### src/hw/rtl/srt_pkg.sv
`timescale 1ns / 1ps
// ----------------------------------------------------------------------------
// srt_pkg: shared types and constants of the session route table
// Holds the table size, the command and entry layouts and the back-end
// state encoding.
// ----------------------------------------------------------------------------
package srt_pkg;

    localparam int MAX_SESSIONS = 16;
    localparam int CNT_W        = $clog2(MAX_SESSIONS + 1);
    localparam int IDX_W        = (MAX_SESSIONS > 1) ? $clog2(MAX_SESSIONS) : 1;

    typedef enum logic [1:0] {
        OP_ROUTE  = 2'd0,
        OP_ADD    = 2'd1,
        OP_REMOVE = 2'd2,
        OP_NOP    = 2'd3
    } t_op;

    typedef struct packed {
        t_op                op;
        logic               exact;
        logic [15:0]        bare;
        logic [7:0]         res;
        logic signed [7:0]  prio;
        logic [7:0]         tag;
    } t_cmd;

    typedef struct packed {
        logic [15:0]        bare;
        logic [7:0]         res;
        logic signed [7:0]  prio;
        logic [7:0]         tag;
    } t_entry;

    typedef enum logic [1:0] {
        ST_IDLE,
        ST_ROUTE,
        ST_REMOVE
    } t_state;

endpackage

### src/hw/rtl/srt_front.sv
`timescale 1ns / 1ps
// ----------------------------------------------------------------------------
// srt_front: request intake and command queue
// Accepts request transfers, decodes the operation and flags exact-resource
// requests, and holds up to two commands for the back end.
// ----------------------------------------------------------------------------
module srt_front (
    input  logic                i_clk,
    input  logic                i_rst_n,
    input  logic                i_valid,
    output logic                o_ready,
    input  logic [1:0]          i_op,
    input  logic [15:0]         i_bare_id,
    input  logic [7:0]          i_resource_id,
    input  logic signed [7:0]   i_priority_req,
    input  logic [7:0]          i_session_tag,
    output logic                o_cmd_valid,
    output srt_pkg::t_cmd       o_cmd,
    input  logic                i_cmd_ready
);
    import srt_pkg::*;

    t_cmd       r_fifo [2];
    logic       r_wr_ptr;
    logic       r_rd_ptr;
    logic [1:0] r_level;
    logic [1:0] n_level;
    t_cmd       n_cmd;
    logic       push;
    logic       pop;

    always_comb begin
        n_cmd.op    = t_op'(i_op);
        n_cmd.exact = (i_resource_id != 8'd0);
        n_cmd.bare  = i_bare_id;
        n_cmd.res   = i_resource_id;
        n_cmd.prio  = i_priority_req;
        n_cmd.tag   = i_session_tag;
    end

    assign o_ready     = (r_level != 2'd2);
    assign o_cmd_valid = (r_level != 2'd0);
    assign o_cmd       = r_fifo[r_rd_ptr];
    assign push        = i_valid && o_ready;
    assign pop         = o_cmd_valid && i_cmd_ready;

    always_comb begin
        n_level = r_level;
        if (push && !pop) begin
            n_level = r_level + 2'd1;
        end else if (pop && !push) begin
            n_level = r_level - 2'd1;
        end
    end

    always_ff @(posedge i_clk) begin
        if (!i_rst_n) begin
            r_wr_ptr <= 1'b0;
            r_rd_ptr <= 1'b0;
            r_level  <= 2'd0;
        end else begin
            r_level <= n_level;
            if (push) begin
                r_wr_ptr <= ~r_wr_ptr;
            end
            if (pop) begin
                r_rd_ptr <= ~r_rd_ptr;
            end
        end
    end

    always_ff @(posedge i_clk) begin
        if (push) begin
            r_fifo[r_wr_ptr] <= n_cmd;
        end
    end

endmodule

### src/hw/rtl/srt_back.sv
`timescale 1ns / 1ps
// ----------------------------------------------------------------------------
// srt_back: session table and command execution
// Holds the ordered session table, appends on add, closes up one removed
// entry per cycle, scans one entry per cycle on route and registers results.
// ----------------------------------------------------------------------------
module srt_back (
    input  logic                i_clk,
    input  logic                i_rst_n,
    input  logic                i_cmd_valid,
    input  srt_pkg::t_cmd       i_cmd,
    output logic                o_cmd_ready,
    output logic                o_valid,
    input  logic                i_ready,
    output logic                o_delivered,
    output logic [7:0]          o_target_tag,
    output logic                o_table_full
);
    import srt_pkg::*;

    t_state             r_state;
    t_state             n_state;
    t_entry             r_entry [MAX_SESSIONS];
    logic [CNT_W-1:0]   r_count;
    t_cmd               r_req;
    logic [CNT_W-1:0]   r_idx;
    logic               r_found;
    logic signed [7:0]  r_best;
    logic [7:0]         r_best_tag;
    logic               r_exact_found;
    logic [7:0]         r_exact_tag;
    logic               r_out_valid;
    logic               r_out_delivered;
    logic [7:0]         r_out_tag;
    logic               r_out_full;

    logic               out_free;
    logic               cmd_pop;
    logic               load_req;
    logic               add_write;
    logic               scan_step;
    logic               shift_en;
    logic               res_load;
    logic               res_delivered;
    logic [7:0]         res_tag;
    logic               res_full;
    logic               table_has_room;
    logic               scan_active;
    t_entry             ent;
    logic               ent_bare_hit;
    logic               ent_exact;
    logic               ent_better;
    logic [MAX_SESSIONS-1:0] rm_hit;
    logic               rm_any;
    logic [IDX_W-1:0]   rm_idx;

    assign out_free       = !r_out_valid || i_ready;
    assign table_has_room = (r_count < CNT_W'(MAX_SESSIONS));
    assign scan_active    = (r_idx < r_count);
    assign ent            = r_entry[r_idx[IDX_W-1:0]];
    assign ent_bare_hit   = (ent.bare == r_req.bare);
    assign ent_exact      = r_req.exact && ent_bare_hit && (ent.res == r_req.res);
    assign ent_better     = ent_bare_hit && !ent.prio[7] && (!r_found || (ent.prio > r_best));

    always_comb begin
        for (int i = 0; i < MAX_SESSIONS; i++) begin
            rm_hit[i] = (CNT_W'(i) < r_count) && (r_entry[i].tag == r_req.tag);
        end
        rm_any = |rm_hit;
        rm_idx = '0;
        for (int i = MAX_SESSIONS - 1; i >= 0; i--) begin
            if (rm_hit[i]) begin
                rm_idx = IDX_W'(i);
            end
        end
    end

    always_comb begin
        n_state = r_state;
        unique case (r_state)
            ST_IDLE: begin
                if (cmd_pop && (i_cmd.op == OP_ROUTE)) begin
                    n_state = ST_ROUTE;
                end else if (cmd_pop && (i_cmd.op == OP_REMOVE)) begin
                    n_state = ST_REMOVE;
                end
            end
            ST_ROUTE: begin
                if (!scan_active && out_free) begin
                    n_state = ST_IDLE;
                end
            end
            ST_REMOVE: begin
                if (!rm_any && out_free) begin
                    n_state = ST_IDLE;
                end
            end
            default: n_state = ST_IDLE;
        endcase
    end

    always_comb begin
        cmd_pop       = 1'b0;
        load_req      = 1'b0;
        add_write     = 1'b0;
        scan_step     = 1'b0;
        shift_en      = 1'b0;
        res_load      = 1'b0;
        res_delivered = 1'b0;
        res_tag       = 8'd0;
        res_full      = 1'b0;
        unique case (r_state)
            ST_IDLE: begin
                cmd_pop = i_cmd_valid && out_free;
                if (cmd_pop) begin
                    unique case (i_cmd.op)
                        OP_ADD: begin
                            add_write = table_has_room;
                            res_load  = 1'b1;
                            res_full  = !table_has_room;
                        end
                        OP_NOP: begin
                            res_load = 1'b1;
                        end
                        OP_ROUTE, OP_REMOVE: begin
                            load_req = 1'b1;
                        end
                        default: ;
                    endcase
                end
            end
            ST_ROUTE: begin
                if (scan_active) begin
                    scan_step = 1'b1;
                end else if (out_free) begin
                    res_load = 1'b1;
                    if (r_exact_found) begin
                        res_delivered = 1'b1;
                        res_tag       = r_exact_tag;
                    end else if (r_found) begin
                        res_delivered = 1'b1;
                        res_tag       = r_best_tag;
                    end
                end
            end
            ST_REMOVE: begin
                if (rm_any) begin
                    shift_en = 1'b1;
                end else if (out_free) begin
                    res_load = 1'b1;
                end
            end
            default: ;
        endcase
    end

    assign o_cmd_ready = cmd_pop;

    always_ff @(posedge i_clk) begin
        if (!i_rst_n) begin
            r_state       <= ST_IDLE;
            r_count       <= '0;
            r_idx         <= '0;
            r_found       <= 1'b0;
            r_exact_found <= 1'b0;
            r_out_valid   <= 1'b0;
        end else begin
            r_state <= n_state;
            if (add_write) begin
                r_count <= r_count + CNT_W'(1);
            end else if (shift_en) begin
                r_count <= r_count - CNT_W'(1);
            end
            if (load_req) begin
                r_idx         <= '0;
                r_found       <= 1'b0;
                r_exact_found <= 1'b0;
            end else if (scan_step) begin
                r_idx <= r_idx + CNT_W'(1);
                if (ent_better) begin
                    r_found <= 1'b1;
                end
                if (ent_exact) begin
                    r_exact_found <= 1'b1;
                end
            end
            if (res_load) begin
                r_out_valid <= 1'b1;
            end else if (i_ready) begin
                r_out_valid <= 1'b0;
            end
        end
    end

    always_ff @(posedge i_clk) begin
        if (load_req) begin
            r_req <= i_cmd;
        end
        if (scan_step && ent_better) begin
            r_best     <= ent.prio;
            r_best_tag <= ent.tag;
        end
        if (scan_step && ent_exact && !r_exact_found) begin
            r_exact_tag <= ent.tag;
        end
        if (res_load) begin
            r_out_delivered <= res_delivered;
            r_out_tag       <= res_tag;
            r_out_full      <= res_full;
        end
        if (add_write) begin
            r_entry[r_count[IDX_W-1:0]] <= '{bare: i_cmd.bare, res: i_cmd.res,
                                             prio: i_cmd.prio, tag: i_cmd.tag};
        end
        if (shift_en) begin
            for (int j = 0; j < MAX_SESSIONS - 1; j++) begin
                if (IDX_W'(j) >= rm_idx) begin
                    r_entry[j] <= r_entry[j + 1];
                end
            end
        end
    end

    assign o_valid      = r_out_valid;
    assign o_delivered  = r_out_delivered;
    assign o_target_tag = r_out_tag;
    assign o_table_full = r_out_full;

endmodule

### src/hw/rtl/session_route_table.sv
`timescale 1ns / 1ps
// ----------------------------------------------------------------------------
// session_route_table: ordered client session table with routing
// Commands pass through the front-end queue to the back end, which registers
// each result. Route scans one table entry per cycle; remove does one close-up
// shift per cycle, one per removed entry.
// Throughput: add and no-op one item per cycle while results are taken; route
// and remove hold the back end until done; the queue overlaps intake.
// Reset: synchronous active low; empties the table and queue, no sweep.
// ----------------------------------------------------------------------------
module session_route_table (
    input  logic                i_clk,
    input  logic                i_rst_n,
    input  logic                i_valid,
    output logic                o_ready,
    input  logic [1:0]          i_op,
    input  logic [15:0]         i_bare_id,
    input  logic [7:0]          i_resource_id,
    input  logic signed [7:0]   i_priority_req,
    input  logic [7:0]          i_session_tag,
    output logic                o_valid,
    input  logic                i_ready,
    output logic                o_delivered,
    output logic [7:0]          o_target_tag,
    output logic                o_table_full
);
    import srt_pkg::*;

    logic   cmd_valid;
    logic   cmd_ready;
    t_cmd   cmd;

    srt_front u_front (
        .i_clk          (i_clk),
        .i_rst_n        (i_rst_n),
        .i_valid        (i_valid),
        .o_ready        (o_ready),
        .i_op           (i_op),
        .i_bare_id      (i_bare_id),
        .i_resource_id  (i_resource_id),
        .i_priority_req (i_priority_req),
        .i_session_tag  (i_session_tag),
        .o_cmd_valid    (cmd_valid),
        .o_cmd          (cmd),
        .i_cmd_ready    (cmd_ready)
    );

    srt_back u_back (
        .i_clk          (i_clk),
        .i_rst_n        (i_rst_n),
        .i_cmd_valid    (cmd_valid),
        .i_cmd          (cmd),
        .o_cmd_ready    (cmd_ready),
        .o_valid        (o_valid),
        .i_ready        (i_ready),
        .o_delivered    (o_delivered),
        .o_target_tag   (o_target_tag),
        .o_table_full   (o_table_full)
    );

endmodule

### config.mk
export PLATFORM = sky130hd
export DESIGN_NAME = session_route_table
export DESIGN_NICKNAME = d
export VERILOG_FILES = /design/src/hw/rtl/srt_pkg.sv /design/src/hw/rtl/srt_front.sv /design/src/hw/rtl/srt_back.sv /design/src/hw/rtl/session_route_table.sv
export SDC_FILE = /design/constraint.sdc
export NUM_CORES = 1
export LEC_CHECK = 0
export BUFFER_PORTS_ARGS = -buffer_cell sky130_fd_sc_hd__buf_2
export CAP_MARGIN = 20
export CORE_MARGIN = 1
export CORE_UTILIZATION = 57
export DETAILED_ROUTE_END_ITERATION = 16
export HOLD_SLACK_MARGIN = 0.12
export PLACE_DENSITY = 0.76
export SYNTH_ARGS = -nofsm -noshare
export SYNTH_HDL_FRONTEND = slang
export SYNTH_SLANG_ARGS = --single-unit
export TNS_END_PERCENT = 20
### constraint.sdc
create_clock -name i_clk -period 7.6 [get_ports i_clk]
set_input_delay 2.28 -clock i_clk [delete_from_list [all_inputs] [get_ports i_clk]]
set_output_delay 2.28 -clock i_clk [all_outputs]
set_load 0.01 [all_outputs]
==> results.sh <==
export IMPL_crit_top_cell="buf_4"
export IMPL_yosysSeqAreaShare_pct=60.8
export IMPL_die_h_um=267
export IMPL_synthTopCellsByArea="edfxtp_1 (60%), mux4_2 (11%), mux2_2 (7.0%), a21oi_1 (3.6%), nor2_1 (2.9%)"
export IMPL_required_ps=7900
export IMPL_cts_max_level=3
export IMPL_grt_pass1_vias=25000
export IMPL_relSlewSlack_pct=19.7
export IMPL_critPathArrivalTime_ps=5830
export IMPL_cts_resized=0
export IMPL_fin_util_pct=63.8
export IMPL_antenna_cells=0
export IMPL_hold_buffers=0
export IMPL_dp_cells=3523
export IMPL_via_count=24800
export IMPL_dieArea_um2=71200
export IMPL_min_to="u_back.r_idx[4]$_SDFFE_PP0P_"
export IMPL_max_stage_delay_ps=1110
export IMPL_ant_nets=0
export IMPL_initial_utilization_pct=58.0
export IMPL_clockBufferDepth=3
export IMPL_totalNegativeSetupSlack_ps=0
export IMPL_routed_wl_met3_um=11000
export IMPL_synth_top_cell_area_share_pct=59.6
export IMPL_nets=2747
export IMPL_via_per_inst=6.73
export IMPL_powerDensity_nw_per_um2=279
export IMPL_root_buffer="clkbuf_16"
export IMPL_postCtsSetupRepairBufs=0
export IMPL_whs_path_depth=2
export IMPL_die_width_um=267
export IMPL_worstPathMaxFanout=41
export IMPL_place_hpwl_um=69700
export IMPL_worstReg2RegStart="u_back.r_req[6]$_DFFE_PP_"
export IMPL_async_flop_share_pct=0
export IMPL_core_um2=68900
export IMPL_min_delay_start="u_back.r_idx[4]$_SDFFE_PP0P_"
export IMPL_ys_top_cells_by_count="edfxtp_1 (793), nor2_1 (314), a21oi_1 (289)"
export IMPL_finalCritPeriodShare_pct=72.8
export IMPL_drive_above_1_share_pct=28.4
export IMPL_synth_seq_cells=817
export IMPL_ir_worst_vdd_mv=0.222
export IMPL_fin_ws_ps=2070
export IMPL_setup_viol=0
export IMPL_rsz0062_at_grt="no"
export IMPL_grt_max_degree=85
export IMPL_met2WireLength_um=54500
export IMPL_globalRouteTotalUtil_pct=32.7
export IMPL_fmax_ghz=0.181
export IMPL_cap_violations=0
export IMPL_clkTransAtPathRegs_ps=70
export IMPL_numClockSinks=817
export IMPL_grt_overflow_total=0
export IMPL_areaGrowthSynthToFinish_pct=9.96
export IMPL_power_total_w=0.0123
export IMPL_critical_path_cell_chain="xor2_1 -> nor4_1 -> nand3_1 -> o21ai_1 -> a21oi_1 -> o221ai_2 -> a31oi_1 -> a21oi_4 -> buf_4 -> a21o_2 -> buf_4"
export IMPL_period_needed_ps=5530
export IMPL_hold_violations=0
export IMPL_fin_skew_ps=32.7
export IMPL_drt_first_iter_violations=2995
export IMPL_grt_pass1_wl_um=168000
export IMPL_synth_nets=2707
export IMPL_tightest_slew_ps=1210
export IMPL_clkLatencyLatePin_ps=660
export IMPL_avgRoutedWirePerCell_um=31.1
export IMPL_gp_congestion=1.05
export IMPL_cp_start_kind="flop"
export IMPL_port_buffers=57
export IMPL_antenna_found_initial=0
export IMPL_num_rows=96
export IMPL_syn_avg_cell_area_um2=15.1
export IMPL_wirelength_um=114000
export IMPL_highest_layer="met4"
export IMPL_io_pins=58
export IMPL_finalNonFillerCells=3679
export IMPL_cts_tree="yes"
export IMPL_drc=0
export IMPL_reg2reg_to="u_back.r_entry[6][29]$_DFFE_PP_"
export IMPL_synth_ff_type="edfxtp_1"
export IMPL_end_kind="flop"
export IMPL_holdCritPathClass="flop to flop"
export IMPL_synth_edf_count=793
export IMPL_ys_warn_count=0
export IMPL_worst_setup_path_type="flop to flop"
export IMPL_p_leak_nw=14.5
export IMPL_reg2reg_depth=11
export IMPL_synth_area_um2=40000
export IMPL_dp_slack_ps=1930
export IMPL_wl_met1_um=44500
export IMPL_cts_buffers=85
export IMPL_r2r_setup_slack_ps=2070
export IMPL_ys_types=62
export IMPL_crit_slowest_cell="edfxtp_1"
export IMPL_yosysMostFrequentCell="edfxtp_1"
export IMPL_crit_start="u_back.r_req[6]$_DFFE_PP_"
export IMPL_outcome="finished clean"
export IMPL_netlist_instances=2642
export IMPL_drv_slew=0
export IMPL_dr_pass1_iters=6
export IMPL_yosys_area_top_type="edfxtp_1"
placed cells by master, fill, tap and decap left out, types with 19 or more instances in the layout:
cell,n
mux4_2,198
nand2_1,36
inv_1,57
nor2_1,311
buf_4,59
clkbuf_16,86
clkinv_1,21
xor2_1,52
edfxtp_1,793
a21oi_1,289
mux2_4,35
mux2i_1,45
ha_1,19
buf_2,57
dfxtp_1,19
nand4_1,28
mux2_1,38
mux2_2,249
xnor2_1,111
per-stage QoR:
stage	hold WS, ps	cell area, um^2
global placement	488	41100
detailed placement	537	41100
CTS	554	43900
finish	560	44000
global route	563	44000
floorplan	478	40000
flip-flops by register name, summed over array words and instances, names as in the netlist, named ones only:
register,count
u_back.o_target_tag,8
u_back.r_idx,5
u_front.r_rd_ptr,1
u_back.r_exact_found,1
u_back.r_entry,640
u_back.r_state,2
u_front.r_fifo,86
u_back.r_req,33
u_front.r_level,2
u_back.o_valid,1
u_back.o_table_full,1
u_front.r_wr_ptr,1
u_back.r_found,1
u_back.o_delivered,1
u_back.r_count,5
u_back.r_best_tag,8
u_back.r_best,8
u_back.r_exact_tag,8
layer usage:
metal / vias up / GRT usage, %
li1: 10300 / -
met1: 12800 / 44.8
met2: 1516 / 52.3
met3: 243 / 5.86
met4: 0 / 12.9
met5: - / 0
worst max-delay path: cells and delay by family, from the launching register on:
kind            cells  cell delay [ps]
compound gates      6             1830
flops               1             1110
simple gates        2              720
xor+xnor            1              300
buf+inv             2             1160
layout make-up:
| cell class | count | area (um^2) |
|---|---|---|
| clock buffers | 96 | 2190 |
| multi-input cells | 1597 | 14600 |
| inverters | 59 | 221 |
| clock inverters | 57 | 571 |
| fillers | 4946 | 25000 |
| repair buffers | 122 | 863 |
| flip-flops and latches | 817 | 24300 |
| well taps | 931 | 1160 |
power breakdown:
| group | switching, W | internal (W) | leakage [nW] | total (W) |
|---|---|---|---|---|
| combinational | 0.00130 | 0.00103 | 5.81 | 0.00233 |
| clock | 0.00182 | 0.00236 | 1.33 | 0.00418 |
| sequential | 0.000245 | 0.00552 | 7.36 | 0.00577 |
| total | 0.00336 | 0.00891 | 14.5 | 0.0123 |
cell families after synthesis:
group                      synth area share [%]
and+or+nand+nor                            5.32
DFF                                        60.8
adders and majority gates                 0.595
buffers and inverters                      2.97
AOI/OAI and AO/OA                          5.09
muxes                                      21.7
xor gates and xnor gates                   3.57
how the worst max path moves through the flow:
stage / end / cells after the start
after CTS: u_back.r_entry[14][29]$_DFFE_PP_ / 10
final: u_back.r_entry[6][29]$_DFFE_PP_ / 11
after floorplan: u_back.r_entry[15][0]$_DFFE_PP_ / 5
after global routing: u_back.r_entry[14][29]$_DFFE_PP_ / 11
after global placement: u_back.r_entry[14][22]$_DFFE_PP_ / 10
after detailed placement: u_back.r_entry[14][25]$_DFFE_PP_ / 10
(Power assumes the default switching activity.)
